`src/rtl/dpnd_pkg.sv`:
```
// ----------------------------------------------------------------------------
// dpnd_pkg
// Shared types and constants of the dictionary prefix nibble decoder.
// ----------------------------------------------------------------------------
package dpnd_pkg;

  localparam int MAX_TOKEN_BYTES = 6;
  localparam int BYTES_W         = 48;
  localparam int SYM_BYTES_W     = 32;
  localparam int LEN_W           = 3;
  localparam int TOK_ENTRY_W     = LEN_W + BYTES_W;
  localparam int SYM_ENTRY_W     = LEN_W + SYM_BYTES_W;
  localparam int TOK_DEPTH       = 256;
  localparam int L1_DEPTH        = 32;
  localparam int L2_DEPTH        = 256;

  localparam logic [LEN_W-1:0] TOK_LEN_MAX =
    LEN_W'((MAX_TOKEN_BYTES < 6) ? MAX_TOKEN_BYTES : 6);
  localparam logic [LEN_W-1:0] SYM_LEN_MAX = LEN_W'(4);

  localparam logic [1:0] CMD_DECODE  = 2'd0;
  localparam logic [1:0] CMD_LOAD_TK = 2'd1;
  localparam logic [1:0] CMD_LOAD_L1 = 2'd2;
  localparam logic [1:0] CMD_LOAD_L2 = 2'd3;

  localparam logic [3:0] NEED_L1  = 4'd5;
  localparam logic [3:0] NEED_LEN = 4'd3;
  localparam logic [3:0] NEED_STD = 4'd8;

  typedef enum logic [2:0] {
    PH_PREFIX  = 3'd0,
    PH_ONE     = 3'd1,
    PH_ONE_ONE = 3'd2,
    PH_TOKEN   = 3'd3,
    PH_LEVEL1  = 3'd4,
    PH_LEVEL2  = 3'd5,
    PH_RAWLEN  = 3'd6,
    PH_RAWBYTE = 3'd7
  } phase_t;

  typedef enum logic [1:0] {
    EV_TOKEN  = 2'd0,
    EV_LEVEL1 = 2'd1,
    EV_LEVEL2 = 2'd2,
    EV_RAW    = 2'd3
  } ev_kind_t;

  typedef struct packed {
    logic       valid;
    ev_kind_t   kind;
    logic [7:0] data;
  } parse_event_t;

  typedef struct packed {
    logic               valid;
    logic [LEN_W-1:0]   len;
    logic [BYTES_W-1:0] bytes;
  } emit_load_t;

endpackage

```
`src/rtl/dpnd_if.sv`:
```


interface dpnd_out_if;
  logic       valid;
  logic       ready;
  logic [7:0] text_byte;
  logic       run_last;

  modport source (output valid, text_byte, run_last, input ready);
  modport sink (input valid, text_byte, run_last, output ready);
endinterface

```
`src/rtl/dpnd_emit.sv`:
```
// ----------------------------------------------------------------------------
// dpnd_emit
// Output serializer: shifts out one entry's bytes, one transaction per byte.
// ----------------------------------------------------------------------------
module dpnd_emit
  import dpnd_pkg::*;
(
  input  logic       clk,
  input  logic       rst_n,
  input  emit_load_t load,
  output logic       load_ready,
  dpnd_out_if.source out_ch
);

  logic [LEN_W-1:0]   left_r,  left_nxt;
  logic [BYTES_W-1:0] bytes_r, bytes_nxt;
  logic               fire;

  assign fire       = out_ch.valid && out_ch.ready;
  assign load_ready = (left_r == '0) || (left_r == LEN_W'(1) && out_ch.ready);

  always_comb begin
    left_nxt  = left_r;
    bytes_nxt = bytes_r;
    if (fire) begin
      left_nxt  = left_r - LEN_W'(1);
      bytes_nxt = {bytes_r[BYTES_W-9:0], 8'd0};
    end
    if (load.valid && load_ready) begin
      left_nxt  = load.len;
      bytes_nxt = load.bytes;
    end
  end

  always_ff @(posedge clk) begin
    if (!rst_n) begin
      left_r <= '0;
    end else begin
      left_r <= left_nxt;
    end
  end

  always_ff @(posedge clk) begin
    bytes_r <= bytes_nxt;
  end

  assign out_ch.valid     = (left_r != '0);
  assign out_ch.text_byte = bytes_r[BYTES_W-1 -: 8];
  assign out_ch.run_last  = (left_r == LEN_W'(1));

endmodule

```
`src/flat_wrapper.sv`:
```
// flat-port wrapper written by rule: the top's interface ports become plain ports
module dpnd_emit_flat import dpnd_pkg::*;
  (clk, rst_n, load, load_ready, out_ch_valid, out_ch_text_byte, out_ch_run_last, out_ch_ready);
  dpnd_out_if out_ch_i ();
  input  logic clk;
  input  logic rst_n;
  input  emit_load_t load;
  output logic load_ready;
  output wire logic [$bits(out_ch_i.valid)-1:0] out_ch_valid;
  output wire logic [$bits(out_ch_i.text_byte)-1:0] out_ch_text_byte;
  output wire logic [$bits(out_ch_i.run_last)-1:0] out_ch_run_last;
  input wire logic [$bits(out_ch_i.ready)-1:0] out_ch_ready;
  assign out_ch_valid = out_ch_i.valid;
  assign out_ch_text_byte = out_ch_i.text_byte;
  assign out_ch_run_last = out_ch_i.run_last;
  assign out_ch_i.ready = out_ch_ready;
  dpnd_emit u_core (.clk(clk), .rst_n(rst_n), .load(load), .load_ready(load_ready), .out_ch(out_ch_i));
endmodule
```
`config.mk`:
```
export PLATFORM = sky130hd
export DESIGN_NAME = dpnd_emit_flat
export DESIGN_NICKNAME = d
export VERILOG_FILES = /design/src/rtl/dpnd_pkg.sv /design/src/rtl/dpnd_if.sv /design/src/rtl/dpnd_emit.sv /design/src/flat_wrapper.sv
export SDC_FILE = /design/constraint.sdc
export NUM_CORES = 1
export LEC_CHECK = 0
export BUFFER_PORTS_ARGS = -buffer_cell sky130_fd_sc_hd__buf_2
export CAP_MARGIN = 40
export CORE_MARGIN = 3
export CORE_UTILIZATION = 47
export CTS_CLUSTER_SIZE = 28
export DETAILED_ROUTE_END_ITERATION = 8
export PLACE_DENSITY = 0.73
export SLEW_MARGIN = 20
export SYNTH_ARGS = -nofsm -noshare
export SYNTH_HDL_FRONTEND = slang
export SYNTH_SLANG_ARGS = --single-unit
```
`constraint.sdc`:
```
create_clock -name clk -period 2.2 [get_ports clk]
set_input_delay 0.22 -clock clk [delete_from_list [all_inputs] [get_ports clk]]
set_output_delay 0.22 -clock clk [all_outputs]
set_load 0.1 [all_outputs]
```
==> flow_summary.ini <==
[routing]
totalWireLength_mm = 3.50
drtPass1Iterations = 4
ant_nets = 0
drt-wirelength-per-cell_um = 12.9
first_iter_violations = 56
via_per_inst = 4.65
dr_total_vias = 1265
drc_errors = 0

[grt]
grt_max_degree = 52
antenna_found_initial = 0
grt_use_total_pct = 11.9
gr-total-overflow = 0
grt_pass1_vias = 1226
grt_pass1_wl_mm = 5.64

[clocking]
cts_buffer_depth = 2
cts_resized = 0
root_buffer = clkbuf_8
path_clk_slew_ns = 0.09
cts_setup_buffers = 0
cts_tree = yes
clk_latency_ns = 0.29
clock_sinks = 51
cts_made_buffers = 5
htree_levels = 2
ctsHoldBuffers = 0

[worst_setup_path]
path_max_fanout = 42
crit_type = reg2reg
path_delay_family = simple AND/OR/NAND/NOR gates
crit_chain = inv_1 > ha_1 > a21oi_1 > or3b_2 > buf_12 > mux2_4
crit_start = u_core.left_r[1]$_SDFFE_PN0P_
worstPathRequired_ns = 2.24
critPathSlowestCell = or3b_2
endpoint_kind = flip-flop
worstSetupPathDepth = 6
cp.arrival_ns = 2.07
r2r_cells = 6
path_buf_inv = 2
cp-start-kind = flip-flop
crit_path_max_incr_delay_ns = 0.50
reg2reg_from = u_core.left_r[1]$_SDFFE_PN0P_

[pwr]
p_seq_share_pct = 41.7
power_switching_mw = 1.55
p_leak_nw = 1.27
internal_power_mw = 2.61
clkPwrFrac_pct = 12.1
power_density_nw_per_um2 = 1450
p_sw_share_pct = 37.2
combPwrFrac_pct = 46.2
power_mw = 4.15
ir_drop_mv = 0.764

[floorplanning]
core_region_area_um2 = 4910
initial_core_util_pct = 50.4
die_area_um2 = 6170
dieHeight_um = 78.5
die-width_um = 78.5
fp-row-count = 25
io_pins = 66

[hold_path]
hp-class = in2reg
min_from = load[2]
min_delay_path_depth = 2

[synth]
yosysTopAreaCell = edfxtp_1
synth.distinct_cells = 24
yosys_warnings = 0
synth_top_area_share_pct = 58.3
ys_seq_area_share_pct = 60.7
synthCells = 142
synth.area.top_cells = edfxtp_1 58%, mux2_4 22%, buf_12 2.4%
syn_area_um2 = 2470
ys_seq_elements = 51
synth_nets = 200
async_flop_share_pct = 0
synth-edff-count = 48
synth_flop_cell = edfxtp_1
synth_area_per_cell_um2 = 17.4

[finish]
mostFrequentLayoutCells = 66 x buf_2, 48 x edfxtp_1, 37 x mux2_4
area_growth_pct = 16.1
drive_gt1_share_pct = 57.6
nFillCells = 414
seq_area_um2 = 1500
diodes = 0
final_common_cell = buf_2
final_nets = 262
multi_input_area_um2 = 821
final_cells = 272
post-route-util_pct = 58.5

[place]
routabilityCongestion = 0.804
dp_hpwl_mm = 2.39
place_inst = 263
numPortBuffers = 65

[run]
drv_cap = 0

[timing]
min_period_ns = 2.03
rsz0062_at_grt = false
whs_ns = 0.197
hold_violations = 0
worst_pin_slew_ns = 0.488
setup_violations = 0
slew_headroom_pct = 67.7
clock_skew_ns = 0.00934
fmaxAchievable_ghz = 0.492
timing_max_transition_violations_final = 0
post-route-period-util_pct = 92.4
fin_setup_tns_ns = 0

[status]
outcome = complete, no violations
==> power by group through the flow <==
| stage | Combinational, mW | Clock, mW | Sequential, mW |
|---|---|---|---|
| after CTS | 1.93 | 0.521 | 1.74 |
| after global placement | 1.90 | 0 | 1.74 |
| final | 1.92 | 0.502 | 1.73 |
| after global routing | 2.03 | 0.569 | 1.78 |
| after floorplan | 1.82 | 0 | 1.74 |
| after detailed placement | 1.93 | 0 | 1.77 |
==> worst reg2reg max path, cell delays in order (launching register included) <==
cell	delay, ns
dfxtp_1	0.32
inv_1	0.09
ha_1	0.21
a21oi_1	0.10
or3b_2	0.50
buf_12	0.24
mux2_4	0.34
==> path summary, 6_finish.rpt <==
| path | to | slack, ns |
|---|---|---|
| min reg2reg | u_core.left_r[0]$_SDFFE_PN0P_ | 0.50 |
| min | u_core.bytes_r[2]$_SDFFCE_PN0P_ | 0.20 |
| max | u_core.bytes_r[8]$_DFFE_PP_ | 0.17 |
| max reg2reg | u_core.bytes_r[8]$_DFFE_PP_ | 0.17 |
==> cells by family (layout without fill, tap and decap cells) <==
| family | count (synthesis) | after routing | share of synthesized area (%) |
|---|---|---|---|
| adders and majority gates | 3 | 3 | 1.52 |
| and+or+nand+nor | 22 | 22 | 4.86 |
| AOI/OAI and AO/OA | 8 | 8 | 2.12 |
| buffers and inverters | 17 | 80 | 6.52 |
| DFF | 51 | 51 | 60.7 |
| muxes | 41 | 41 | 24.3 |
==> synthesized netlist by cell type, types with 2 or more instances <==
master and n:
and2_1 8, buf_12 3, buf_4 8, dfxtp_1 3, edfxtp_1 48, ha_1 3, inv_1 4, mux2_2 4
mux2_4 37, nand2_1 5, nor2_1 2, nor2b_1 2, nor3_1 2, o21ai_0 3
==> layer usage <==
metal / up-vias / global-route usage [%] / wire length [µm]
met5: - / 0 / 0
met4: 0 / 4.20 / 36
met3: 5 / 4.93 / 319
met2: 45 / 20.0 / 1740
met1: 573 / 13.5 / 1400
li1: 642 / - / -
==> metrics by stage <==
step | area [µm²] | setup WS (ns)
after global placement | 2790 | 0.228
after global routing | 2870 | 0.0780
after detailed placement | 2790 | 0.187
after floorplan | 2480 | 0.0219
after CTS | 2870 | 0.174
final | 2870 | 0.166
==> state kept, by name (all words and copies together), names as in the netlist <==
signal / cells
u_core.bytes_r: 48
u_core.left_r: 3
==> layout make-up <==
cell class / count / area share (%)
clock buffer: 7 / 2.66
clock inverter: 1 / 0.174
sequential: 51 / 52.3
multi-input combinational: 74 / 28.6
inverter: 4 / 0.523
timing repair buffer: 68 / 12.9
tap: 67 / 2.92
(Power assumes the default switching activity.)
