File: src/rtl/dpnd_ram.sv
// ----------------------------------------------------------------------------
// dpnd_ram
// Generic single-write, single-read RAM with registered read data.
// ----------------------------------------------------------------------------
module dpnd_ram #(
  parameter int WIDTH = 8,
  parameter int DEPTH = 32,
  localparam int AW   = (DEPTH > 1) ? $clog2(DEPTH) : 1
) (
  input  logic             clk,
  input  logic             we,
  input  logic [AW-1:0]    waddr,
  input  logic [WIDTH-1:0] wdata,
  input  logic             re,
  input  logic [AW-1:0]    raddr,
  output logic [WIDTH-1:0] rdata
);

  logic [WIDTH-1:0] mem_r [DEPTH];
  logic [WIDTH-1:0] rdata_r;

  always_ff @(posedge clk) begin
    if (we) begin
      mem_r[waddr] <= wdata;
    end
    if (re) begin
      rdata_r <= mem_r[raddr];
    end
  end

  assign rdata = rdata_r;

endmodule

File: config.mk
export PLATFORM = sky130hd
export DESIGN_NAME = dpnd_ram
export DESIGN_NICKNAME = d
export VERILOG_FILES = /design/src/rtl/dpnd_ram.sv
export SDC_FILE = /design/constraint.sdc
export NUM_CORES = 1
export LEC_CHECK = 0
export BUFFER_PORTS_ARGS = -buffer_cell sky130_fd_sc_hd__buf_2
export CORE_ASPECT_RATIO = 0.5
export CORE_MARGIN = 4
export CORE_UTILIZATION = 40
export DETAILED_ROUTE_END_ITERATION = 8
export RECOVER_POWER = 100
export SLEW_MARGIN = 15
export SYNTH_ARGS = -nofsm -noshare
export SYNTH_HDL_FRONTEND = slang
export SYNTH_SLANG_ARGS = --single-unit
File: constraint.sdc
create_clock -name clk -period 3.2 [get_ports clk]
set_input_delay 0.64 -clock clk [delete_from_list [all_inputs] [get_ports clk]]
set_output_delay 0.64 -clock clk [all_outputs]
set_load 0.01 [all_outputs]
==> flow_metrics.env, run 1 <==
export IMPL_powerDensity_nw_per_um2=611
export IMPL_cts_buffers=24
export IMPL_grt_antenna_before_repair=2
export IMPL_fin_crit_sh_pct=74.0
export IMPL_drv_slew=66
export IMPL_max_cap_violations=3
export IMPL_start_util_pct=41.4
export IMPL_grt_use_total_pct=16.4
export IMPL_io_buffers=28
export IMPL_netlist_area_um2=10100
export IMPL_drtPass1Iterations=5
export IMPL_violations="capacitance limit, slew limit"
export IMPL_cts_tree="done"
export IMPL_swShare_pct=20.3
export IMPL_clk_pin_slew_ns=0.06
export IMPL_p_leak_nw=3.47
export IMPL_dp_hpwl_um=14100
export IMPL_drc=0
export IMPL_instances_no_fill=839
export IMPL_layout_common_cells="edfxtp_1, mux4_2, clkbuf_1, nor2_1, clkbuf_16"
export IMPL_cts_buffer_depth=3
export IMPL_clkPwrFrac_pct=39.6
export IMPL_seq_area_frac_synth_pct=78.2
export IMPL_critPathMaxFanout=28
export IMPL_gp_congestion=0.766
export IMPL_fmax_ghz=0.422
export IMPL_crit_type="in2reg"
export IMPL_yosys_warnings=0
export IMPL_rsz0062_at_grt="false"
export IMPL_cp_required_ns=3.45
export IMPL_coreArea_um2=24500
export IMPL_layout_nets=507
export IMPL_hold_path_class="in2reg"
export IMPL_final_cell_area_um2=11500
export IMPL_syn_area_per_cell_um2=24.3
export IMPL_tightest_slew_ns=1.60
export IMPL_drive_above_1_share_pct=26.6
export IMPL_first_global_vias=4740
export IMPL_p_switching_mw=1.42
export IMPL_synth_cell_types=14
export IMPL_slew_limit_headroom_pct=-6.37
export IMPL_status="complete, but fails checks"
export IMPL_layout_commonest_cell="edfxtp_1"
export IMPL_p_int_mw=5.60
export IMPL_num_antenna_cells=0
export IMPL_die_w_um=233
export IMPL_holdWs_ns=0.679
export IMPL_cts_resized=0
export IMPL_ant_nets=0
export IMPL_period_minus_slack_ns=2.37
export IMPL_grt_overflow_total=0
export IMPL_setup_violations=0
export IMPL_dp_cells=796
export IMPL_wl_per_cell_um=26.5
export IMPL_synth_nets=438
export IMPL_io_pins=29
export IMPL_syn_inst=417
export IMPL_critPathCaptureType="flop"
export IMPL_ys_seq_elements=264
export IMPL_cts_setup_buffers=0
export IMPL_p_total_mw=7.02
export IMPL_h_tree_depth=1
export IMPL_start_kind="input pin"
export IMPL_rows=40
export IMPL_dieArea_um2=28100
export IMPL_arrival_ns=2.62
export IMPL_clock_skew_ns=0.0142
export IMPL_die_y_um=121
export IMPL_drt_initial_drc_count=438
export IMPL_grt_pass1_wl_um=33300
export IMPL_cts_root_buf="clkbuf_16"
export IMPL_dpl_instance_area_um2=10900
export IMPL_seqPwrFrac_pct=55.2
export IMPL_cts_hold_buf=0
export IMPL_clk_latency_ns=0.51
export IMPL_setup_tns_ns=0
export IMPL_hold_viol=0
export IMPL_area_growth_pct=13.5
export IMPL_via_per_inst=5.47
export IMPL_grt_max_degree=65
export IMPL_vias=4591
export IMPL_cts_sinks=264
export IMPL_peakVddDrop_uv=324
export IMPL_pwr_share_comb_pct=5.2
export IMPL_finalWirelength_um=22200
power by group through the flow:
stage	clock network [mW]	registers (mW)	logic, mW
2_1_floorplan	0	3.95	0.205
3_3_place_gp	0	3.95	0.376
3_5_place_dp	0	3.95	0.382
4_1_cts	2.84	3.88	0.381
5_1_grt	3.00	3.88	0.394
6_report	2.78	3.88	0.365
cells by family (layout without fill, tap and decap cells):
logic type             Yosys count  count (layout)  share of synthesized area [%]
and+or+nand+nor                 45              45                           2.05
buffers and inverters           20             106                           1.05
DFF                            264             264                           78.2
muxes                           88              88                           18.7
layer usage:
| layer | part of all wire [%] | global-route usage, % | vias to the layer above | wire, um |
|---|---|---|---|---|
| met3 | 5.4 | 2.82 | 26 | 1210 |
| met4 | 1.6 | 3.47 | 0 | 359 |
| met5 | 0 | 0 | - | 0 |
| met1 | 46 | 24.6 | 2510 | 10200 |
| li1 | - | - | 1924 | - |
| met2 | 47 | 25.6 | 131 | 10500 |
flip-flops by register name (all words and copies together), names as in the netlist:
| name | cells |
|---|---|
| rdata | 8 |
| mem_r | 256 |
per-stage QoR:
| stage | utilization, % | worst slack, ns |
|---|---|---|
| global placement | 44.5 | 0.447 |
| CTS | 47.6 | 0.980 |
| global route | 47.0 | 0.736 |
| finish | 47.0 | 0.833 |
| detailed placement | 44.5 | 0.450 |
| floorplan | - | 0.618 |
synthesized netlist by cell type:
master / count / area share (%)
edfxtp_1: 264 / 78
clkbuf_1: 6 / 0.22
or3b_2: 3 / 0.26
mux2_2: 8 / 0.89
or3_1: 1 / 0.062
mux4_2: 80 / 18
buf_2: 1 / 0.049
buf_4: 6 / 0.44
nand3_1: 2 / 0.099
buf_1: 6 / 0.22
buf_6: 1 / 0.11
nor2_1: 33 / 1.2
nand3b_1: 5 / 0.37
nand2_1: 1 / 0.037
layout make-up:
cell class | count | area, um^2
sequential | 264 | 7930
clock inverter | 12 | 106
multi-input combinational | 133 | 2100
tap | 336 | 420
timing repair buffer | 63 | 302
clock buffer | 31 | 648
fill | 2019 | 13000
final timing paths:
kind,startpoint,end,slack (ns),cells after the start
setup / recovery,raddr[0],rdata[4],0.83,5
hold / removal,raddr[3],rdata[5],0.68,2
setup reg to reg,mem_r[7][2],rdata[2],1.21,3
hold reg to reg,mem_r[15][6],rdata[6],0.98,3
worst max-delay path, stage by stage:
cell      delay (ns)
clkbuf_1        0.24
buf_12          0.28
mux4_2          0.58
mux4_2          0.56
mux2_2          0.29
(Power assumes the default switching activity.)
==> run 2, diff against run 1 <==
clock period = 2.4 ns   (was 3.2 ns; I/O delays follow)
==> flow_metrics.env, run 2 (synthesized netlist as in run 1, its figures left out) <==
export IMPL_status="complete, but fails checks"
export IMPL_violations="capacitance limit, slew limit"
export IMPL_period_minus_slack_ns=2.15
export IMPL_layout_common_cells="edfxtp_1, mux4_2, clkbuf_1, nor2_1, clkbuf_16"
export IMPL_grt_use_total_pct=15.2
export IMPL_fin_crit_sh_pct=89.8
export IMPL_wl_met1_um=9250
export IMPL_die_w_um=233
export IMPL_via_per_inst=5.39
export IMPL_cpMaxStageDelayCell="mux4_2"
export IMPL_wl_per_cell_um=24.7
export IMPL_hold_viol=0
export IMPL_p_total_mw=9.48
export IMPL_dp_cells=804
export IMPL_area_growth_pct=14.6
export IMPL_critPathTopFamily="multiplexers"
export IMPL_regMostFlops="mem_r"
export IMPL_p_leak_nw=3.52
export IMPL_rows=40
export IMPL_fmax_ghz=0.464
export IMPL_arrival_ns=2.42
export IMPL_grt_antenna_before_repair=0
export IMPL_cpMostUsedCell="mux4_2"
export IMPL_path_buf_inv=2
export IMPL_final_cell_area_um2=11600
export IMPL_multi_input_area_um2=2100
export IMPL_wl_met3_um=969
export IMPL_h_tree_depth=1
export IMPL_start_util_pct=41.4
export IMPL_io_pins=29
export IMPL_path_cells="buf_4, clkbuf_2, mux4_2, mux4_2, mux2_2"
export IMPL_cp_required_ns=2.66
export IMPL_dp_hpwl_um=13300
export IMPL_cts_setup_buffers=0
export IMPL_grt_max_degree=33
export IMPL_gp_congestion=0.724
export IMPL_layout_commonest_cell="edfxtp_1"
export IMPL_slew_limit_headroom_pct=-7.27
export IMPL_setup_violations=0
export IMPL_first_global_vias=4622
export IMPL_cts_tree="done"
export IMPL_dieArea_um2=28100
export IMPL_dpl_instance_area_um2=11000
export IMPL_vias=4564
export IMPL_layout_nets=516
export IMPL_crit_type="in2reg"
export IMPL_largest_reg_flops=256
export IMPL_cts_sinks=264
export IMPL_topRoutingLayerUsed="met4"
export IMPL_start_kind="input pin"
export IMPL_hold_path_class="in2reg"
export IMPL_tightest_slew_ns=1.61
export IMPL_wl_met2_um=10300
export IMPL_setup_tns_ns=0
export IMPL_io_buffers=28
export IMPL_drtPass1Iterations=5
export IMPL_clk_pin_slew_ns=0.07
export IMPL_max_stage_delay_ns=0.58
export IMPL_powerDensity_nw_per_um2=816
export IMPL_cts_buffer_depth=3
export IMPL_finalWirelength_um=20900
export IMPL_drive_above_1_share_pct=28.0
export IMPL_num_antenna_cells=0
export IMPL_grt_pass1_wl_um=31100
export IMPL_clk_latency_ns=0.51
export IMPL_rsz0062_at_grt="false"
export IMPL_drv_slew=65
export IMPL_ant_nets=0
export IMPL_max_cap_violations=3
export IMPL_drt_initial_drc_count=369
export IMPL_regArea_um2=7930
export IMPL_cts_hold_buf=0
export IMPL_cts_buffers=25
export IMPL_critPathCaptureType="flop"
export IMPL_drc=0
export IMPL_fillers=2011
export IMPL_grt_overflow_total=0
export IMPL_coreArea_um2=24500
export IMPL_cts_root_buf="clkbuf_16"
export IMPL_peakVddDrop_uv=349
export IMPL_instances_no_fill=847
export IMPL_cts_resized=0
export IMPL_holdWs_ns=0.446
export IMPL_die_y_um=121
export IMPL_critPathMaxFanout=11
export IMPL_clock_skew_ns=0.0184
run 2: changes by cell type in the layout (fill, tap and decap cells not counted), moves of 2 or more:
cell | before | now
buf_4 | 2 | 6
buf_12 | 3 | 5
clkbuf_1 | 57 | 55
clkinvlp_4 | 0 | 2
run 2: path summary, 6_finish.rpt:
path / startpoint / end / slack [ns] / depth (start not counted)
min reg2reg: mem_r[5][0] / rdata[0] / 0.98 / 3
max reg2reg: mem_r[29][1] / rdata[1] / 0.46 / 3
min: re / rdata[0] / 0.45 / 1
max: raddr[0] / rdata[4] / 0.25 / 5
run 2: per-layer routing:
layer / track usage [%] / vias up
met5: 0 / -
met4: 3.24 / 0
met3: 1.93 / 31
met2: 24.6 / 118
met1: 22.3 / 2479
li1: - / 1936
run 2: cell type report:
type | instances | area share [%]
Sequential cell | 264 | 68.3
Timing Repair Buffer | 71 | 3.26
Multi-Input combinational cell | 133 | 18.1
Tap cell | 336 | 3.62
Clock buffer | 27 | 5.45
Clock inverter | 16 | 1.34
run 2: where the power goes:
part	total, mW	leakage, nW	switching (mW)	internal (mW)
combinational	0.487	0.759	0.275	0.212
clock	3.82	0.380	1.59	2.22
sequential	5.17	2.38	0.0219	5.15
total	9.48	3.52	1.89	7.58
run 2: worst register-to-register path: stages, from the launching register on:
cell	delay (ns)
edfxtp_1	0.35
mux4_2	0.52
mux4_2	0.53
mux2_2	0.30
run 2: per-stage QoR:
stage	setup WS (ns)	utilization (%)
after floorplan	0.0951	-
after global placement	-0.178	44.8
after detailed placement	-0.170	44.8
after CTS	0.369	48.1
after global routing	0.164	47.5
final	0.246	47.5
