`src/rtl/dpnd_pkg.sv`:
```
// ----------------------------------------------------------------------------
// dpnd_pkg
// Shared types and constants of the dictionary prefix nibble decoder.
// ----------------------------------------------------------------------------
package dpnd_pkg;

  localparam int MAX_TOKEN_BYTES = 6;
  localparam int BYTES_W         = 48;
  localparam int SYM_BYTES_W     = 32;
  localparam int LEN_W           = 3;
  localparam int TOK_ENTRY_W     = LEN_W + BYTES_W;
  localparam int SYM_ENTRY_W     = LEN_W + SYM_BYTES_W;
  localparam int TOK_DEPTH       = 256;
  localparam int L1_DEPTH        = 32;
  localparam int L2_DEPTH        = 256;

  localparam logic [LEN_W-1:0] TOK_LEN_MAX =
    LEN_W'((MAX_TOKEN_BYTES < 6) ? MAX_TOKEN_BYTES : 6);
  localparam logic [LEN_W-1:0] SYM_LEN_MAX = LEN_W'(4);

  localparam logic [1:0] CMD_DECODE  = 2'd0;
  localparam logic [1:0] CMD_LOAD_TK = 2'd1;
  localparam logic [1:0] CMD_LOAD_L1 = 2'd2;
  localparam logic [1:0] CMD_LOAD_L2 = 2'd3;

  localparam logic [3:0] NEED_L1  = 4'd5;
  localparam logic [3:0] NEED_LEN = 4'd3;
  localparam logic [3:0] NEED_STD = 4'd8;

  typedef enum logic [2:0] {
    PH_PREFIX  = 3'd0,
    PH_ONE     = 3'd1,
    PH_ONE_ONE = 3'd2,
    PH_TOKEN   = 3'd3,
    PH_LEVEL1  = 3'd4,
    PH_LEVEL2  = 3'd5,
    PH_RAWLEN  = 3'd6,
    PH_RAWBYTE = 3'd7
  } phase_t;

  typedef enum logic [1:0] {
    EV_TOKEN  = 2'd0,
    EV_LEVEL1 = 2'd1,
    EV_LEVEL2 = 2'd2,
    EV_RAW    = 2'd3
  } ev_kind_t;

  typedef struct packed {
    logic       valid;
    ev_kind_t   kind;
    logic [7:0] data;
  } parse_event_t;

  typedef struct packed {
    logic               valid;
    logic [LEN_W-1:0]   len;
    logic [BYTES_W-1:0] bytes;
  } emit_load_t;

endpackage

```
`src/rtl/dpnd_parser.sv`:
```
// ----------------------------------------------------------------------------
// dpnd_parser
// Prefix code parser: consumes one nibble per step, reports a completed code.
// ----------------------------------------------------------------------------
module dpnd_parser
  import dpnd_pkg::*;
(
  input  logic         clk,
  input  logic         rst_n,
  input  logic         step_en,
  input  logic [3:0]   nibble,
  input  logic         msg_end,
  output parse_event_t event_o
);

  phase_t     phase_r,  phase_nxt;
  logic [7:0] gather_r, gather_nxt;
  logic [3:0] count_r,  count_nxt;
  logic [2:0] left_r,   left_nxt;

  phase_t     ph_s  [5];
  logic [7:0] g_s   [5];
  logic [3:0] n_s   [5];
  logic [2:0] r_s   [5];

  // next state: walk the four bits
  always_comb begin
    logic       b;
    logic [7:0] g2;
    logic [3:0] n2;
    logic [3:0] need;
    logic [2:0] r2;
    ph_s[0] = phase_r;
    g_s[0]  = gather_r;
    n_s[0]  = count_r;
    r_s[0]  = left_r;
    for (int i = 0; i < 4; i++) begin
      b  = nibble[3-i];
      g2 = {g_s[i][6:0], b};
      n2 = n_s[i] + 4'd1;
      r2 = r_s[i] - 3'd1;
      ph_s[i+1] = ph_s[i];
      g_s[i+1]  = g_s[i];
      n_s[i+1]  = n_s[i];
      r_s[i+1]  = r_s[i];
      need = (ph_s[i] == PH_LEVEL1) ? NEED_L1 :
             (ph_s[i] == PH_RAWLEN) ? NEED_LEN : NEED_STD;
      case (ph_s[i])
        PH_PREFIX: begin
          ph_s[i+1] = b ? PH_ONE : PH_TOKEN;
          g_s[i+1]  = 8'd0;
          n_s[i+1]  = 4'd0;
        end
        PH_ONE: begin
          ph_s[i+1] = b ? PH_ONE_ONE : PH_LEVEL1;
        end
        PH_ONE_ONE: begin
          ph_s[i+1] = b ? PH_RAWLEN : PH_LEVEL2;
        end
        default: begin
          if (n2 < need) begin
            g_s[i+1] = g2;
            n_s[i+1] = n2;
          end else begin
            g_s[i+1] = 8'd0;
            n_s[i+1] = 4'd0;
            case (ph_s[i])
              PH_RAWLEN: begin
                r_s[i+1]  = g2[2:0];
                ph_s[i+1] = (g2[2:0] != 3'd0) ? PH_RAWBYTE : PH_PREFIX;
              end
              PH_RAWBYTE: begin
                r_s[i+1]  = r2;
                ph_s[i+1] = (r2 == 3'd0) ? PH_PREFIX : PH_RAWBYTE;
              end
              default: begin
                ph_s[i+1] = PH_PREFIX;
              end
            endcase
          end
        end
      endcase
    end
    if (msg_end) begin
      phase_nxt  = PH_PREFIX;
      gather_nxt = 8'd0;
      count_nxt  = 4'd0;
      left_nxt   = 3'd0;
    end else begin
      phase_nxt  = ph_s[4];
      gather_nxt = g_s[4];
      count_nxt  = n_s[4];
      left_nxt   = r_s[4];
    end
  end

  // outputs: report the code that completes inside this nibble
  always_comb begin
    logic [7:0] g2;
    logic [3:0] n2;
    logic [3:0] need;
    event_o = '{valid: 1'b0, kind: EV_RAW, data: 8'd0};
    for (int i = 0; i < 4; i++) begin
      g2   = {g_s[i][6:0], nibble[3-i]};
      n2   = n_s[i] + 4'd1;
      need = (ph_s[i] == PH_LEVEL1) ? NEED_L1 :
             (ph_s[i] == PH_RAWLEN) ? NEED_LEN : NEED_STD;
      if (n2 >= need) begin
        case (ph_s[i])
          PH_TOKEN:   event_o = '{valid: 1'b1, kind: EV_TOKEN,  data: g2};
          PH_LEVEL1:  event_o = '{valid: 1'b1, kind: EV_LEVEL1, data: g2};
          PH_LEVEL2:  event_o = '{valid: 1'b1, kind: EV_LEVEL2, data: g2};
          PH_RAWBYTE: event_o = '{valid: 1'b1, kind: EV_RAW,    data: g2};
          default: ;
        endcase
      end
    end
  end

  always_ff @(posedge clk) begin
    if (!rst_n) begin
      phase_r  <= PH_PREFIX;
      gather_r <= 8'd0;
      count_r  <= 4'd0;
      left_r   <= 3'd0;
    end else if (step_en) begin
      phase_r  <= phase_nxt;
      gather_r <= gather_nxt;
      count_r  <= count_nxt;
      left_r   <= left_nxt;
    end
  end

endmodule

```
`config.mk`:
```
export PLATFORM = sky130hd
export DESIGN_NAME = dpnd_parser
export DESIGN_NICKNAME = d
export VERILOG_FILES = /design/src/rtl/dpnd_pkg.sv /design/src/rtl/dpnd_parser.sv
export SDC_FILE = /design/constraint.sdc
export NUM_CORES = 1
export LEC_CHECK = 0
export ABC_AREA = 1
export ABC_CLOCK_PERIOD_IN_PS = 12300
export BUFFER_PORTS_ARGS = -buffer_cell sky130_fd_sc_hd__buf_2
export CAP_MARGIN = 10
export CORE_ASPECT_RATIO = 0.7
export CORE_MARGIN = 2
export CORE_UTILIZATION = 52
export DETAILED_ROUTE_END_ITERATION = 6
export MAX_ROUTING_LAYER = met4
export PLACE_DENSITY_LB_ADDON = 0.25
export SLEW_MARGIN = 20
export SYNTH_ARGS = -nofsm -noshare
export SYNTH_HDL_FRONTEND = slang
export SYNTH_SLANG_ARGS = --single-unit
```
`constraint.sdc`:
```
create_clock -name clk -period 12.3 [get_ports clk]
set_clock_uncertainty 0.15 [all_clocks]
set_input_delay 2.46 -clock clk [delete_from_list [all_inputs] [get_ports clk]]
set_output_delay 2.46 -clock clk [all_outputs]
set_load 0.02 [all_outputs]
```
==> flow_metrics.tcl <==
set metrics [dict create \
    cts_tree "done" \
    antenna_found_initial 0 \
    timing.fmax_mhz 85.5 \
    syn_avg_cell_area_um2 6.13 \
    num_vias 3823 \
    wl_per_cell_um 16.9 \
    yosys_register_bits 17 \
    cpPeakStageDelay_ps 360 \
    core_area_um2 6190 \
    path_delay_family "buffers and inverters" \
    dp.final_hpwl_mm 8.71 \
    initial_core_util_pct 53.3 \
    clock_latency_ps 250 \
    path_buf_inv 16 \
    layout.nets 592 \
    place_congestion 1.01 \
    worstPathArrival_ps 9090 \
    critPathMostFrequentCell "inv_1" \
    numClockSinks 17 \
    synth_cells 538 \
    slowest_stage "a221oi_1" \
    syn_area_um2 3300 \
    io_pins 19 \
    drive_gt1_share_pct 20.9 \
    die_width_um 99.2 \
    cts.clk_slew.worst_paths_ps 60 \
    postCtsSetupRepairBufs 0 \
    antenna_cells 0 \
    multi_input_comb_area_um2 2590 \
    slew_headroom_pct 45.6 \
    layout_commonest_cell "nand2_1" \
    htreeDepth 1 \
    drt_iter0_drc 366 \
    rrSetupSlack_ps 4080 \
    viasPerCell 6.04 \
    regArea_um2 340 \
    wl_met3_mm 1.11 \
    required_ps 9690 \
    worst_pin_slew_ps 812 \
    post-route-drc-count 0 \
    setup_viol 0 \
    outcome "completed" \
    drv_cap 0 \
    grt_max_degree 23 \
    hold_viol_final 0 \
    synth_nets 574 \
    nFillCells 618 \
    synth_edf_count 0 \
    cp-start-kind "input pin" \
    postSynth.asyncResetShare_pct 0 \
    preCtsSetupSlack_ps 360 \
    ys_seq_area_share_pct 10.3 \
    dr.max_layer_used "met4" \
    dpl_cell_area_um2 3470 \
    crit_path_end_kind "output port" \
    clk_path_buf_depth 2 \
    grt_first_pass_wirelength_mm 16.6 \
    min_path_type "reg -> reg" \
    post-route-period-util_pct 95.1 \
    ys.flop_type "dfxtp_1" \
    ys_warn_count 0 \
    ant_nets 0 \
    wl_met2_mm 4.41 \
    final_util_pct 57.1 \
    rows 24 \
    numCtsBuffers 3 \
    most-common-layout-cells "nand2_1 (115), inv_1 (72), nand3_1 (38)" \
    die_h_um 70.6 \
    worst_hold_slack_ps 315 \
    io_buffer_count 18 \
    worstPathMaxFanout 17 \
    grt_use_total_pct 30.3 \
    die_area_um2 7010 \
    clockRootBuffer "clkbuf_8" \
    area_growth_pct 7.13 \
    layout_setup_ws_ps 598 \
    dr.pass1.iters 7 \
    fin_crit_ps 11700 \
    routed_wl_mm 10.7 \
    synth.distinct_cells 49 \
    grt_pass1_vias 3315 \
    critical_path_class "in -> out" \
    final_area_um2 3530 \
    met1_length_mm 5.03 \
    drv_slew 0 \
    overflow 0 \
]
==> path summary, 6_finish.rpt <==
| check | start | to | cells after the start |
|---|---|---|---|
| hold reg to reg | left_r[1] | left_r[1] | 2 |
| setup / recovery | nibble[3] | event_o[2] | 44 |
| setup reg to reg | phase_r[1] | left_r[2] | 45 |
| hold / removal | left_r[1] | left_r[1] | 2 |
==> stage by stage <==
step / std cells / TNS (ps)
3_5_place_dp: 629 / 0
5_1_grt: 633 / -95.5
3_3_place_gp: 629 / 0
4_1_cts: 633 / 0
6_report: 633 / 0
2_1_floorplan: 538 / 0
==> registers in the layout, indices dropped and copies added (netlist names) <==
signal,flops
count_r,4
left_r,3
gather_r,7
phase_r,3
==> logic make-up (layout without fill, tap and decap cells) <==
logic type | Yosys count | after routing | synth area share, %
buf+inv | 99 | 116 | 11.6
fa+ha+maj | 28 | 28 | 10.6
simple gates | 270 | 270 | 42.2
flops | 17 | 17 | 10.3
compound gates | 115 | 115 | 22.8
xor+xnor | 8 | 8 | 2.12
mux | 1 | 1 | 0.304
==> cell usage after synthesis (3+ instances only) <==
cell,instances,share of area (%)
a221oi_1,3,0.80
or2_2,5,0.95
nand3_1,38,5.8
o21ai_1,3,0.46
nand4_1,14,2.7
o21ai_0,16,2.4
a31oi_1,4,0.76
xnor2_1,3,0.80
o22ai_1,19,3.6
nand3_2,11,3.3
nor4_1,4,0.76
o211ai_1,9,2.0
a21oi_1,34,5.2
clkbuf_1,5,0.57
xor2_1,5,1.3
nand2_1,116,13
o21ai_2,8,2.1
nand2_2,20,3.8
a22o_1,4,1.1
inv_1,73,8.3
dfxtp_1,17,10
inv_2,16,1.8
nor2_2,7,1.3
nor2_4,6,2.0
ha_1,28,11
nand2_4,6,2.0
nor2_1,37,4.2
==> cell type report <==
class / instances / share of cell area (%)
Clock buffer: 4 / 1.27
Inverter: 91 / 9.74
Multi-Input combinational cell: 422 / 73.4
Sequential cell: 17 / 9.63
Tap cell: 78 / 2.76
Timing Repair Buffer: 21 / 3.19
==> repair_timing <==
item                                    4_1_cts  5_1_grt
endpoints found under the setup margin        0       11
resized for setup                             0        8
hold buffers                                  0        0
==> layer usage <==
metal / GRT usage, % / up-vias
li1: - / 1861
met1: 45.5 / 1724
met2: 42.5 / 221
met3: 5.43 / 17
met4: 5.48 / 0
met5: - / -
==> worst min-delay path, delay by kind of cell, from the launching register on <==
kind | cells | cell delay (ps)
compound gates | 1 | 50
flops | 1 | 310
simple gates | 1 | 60
Power is not shown: default switching activity piles up to over one toggle a cycle in this logic, so the estimate is an artifact.
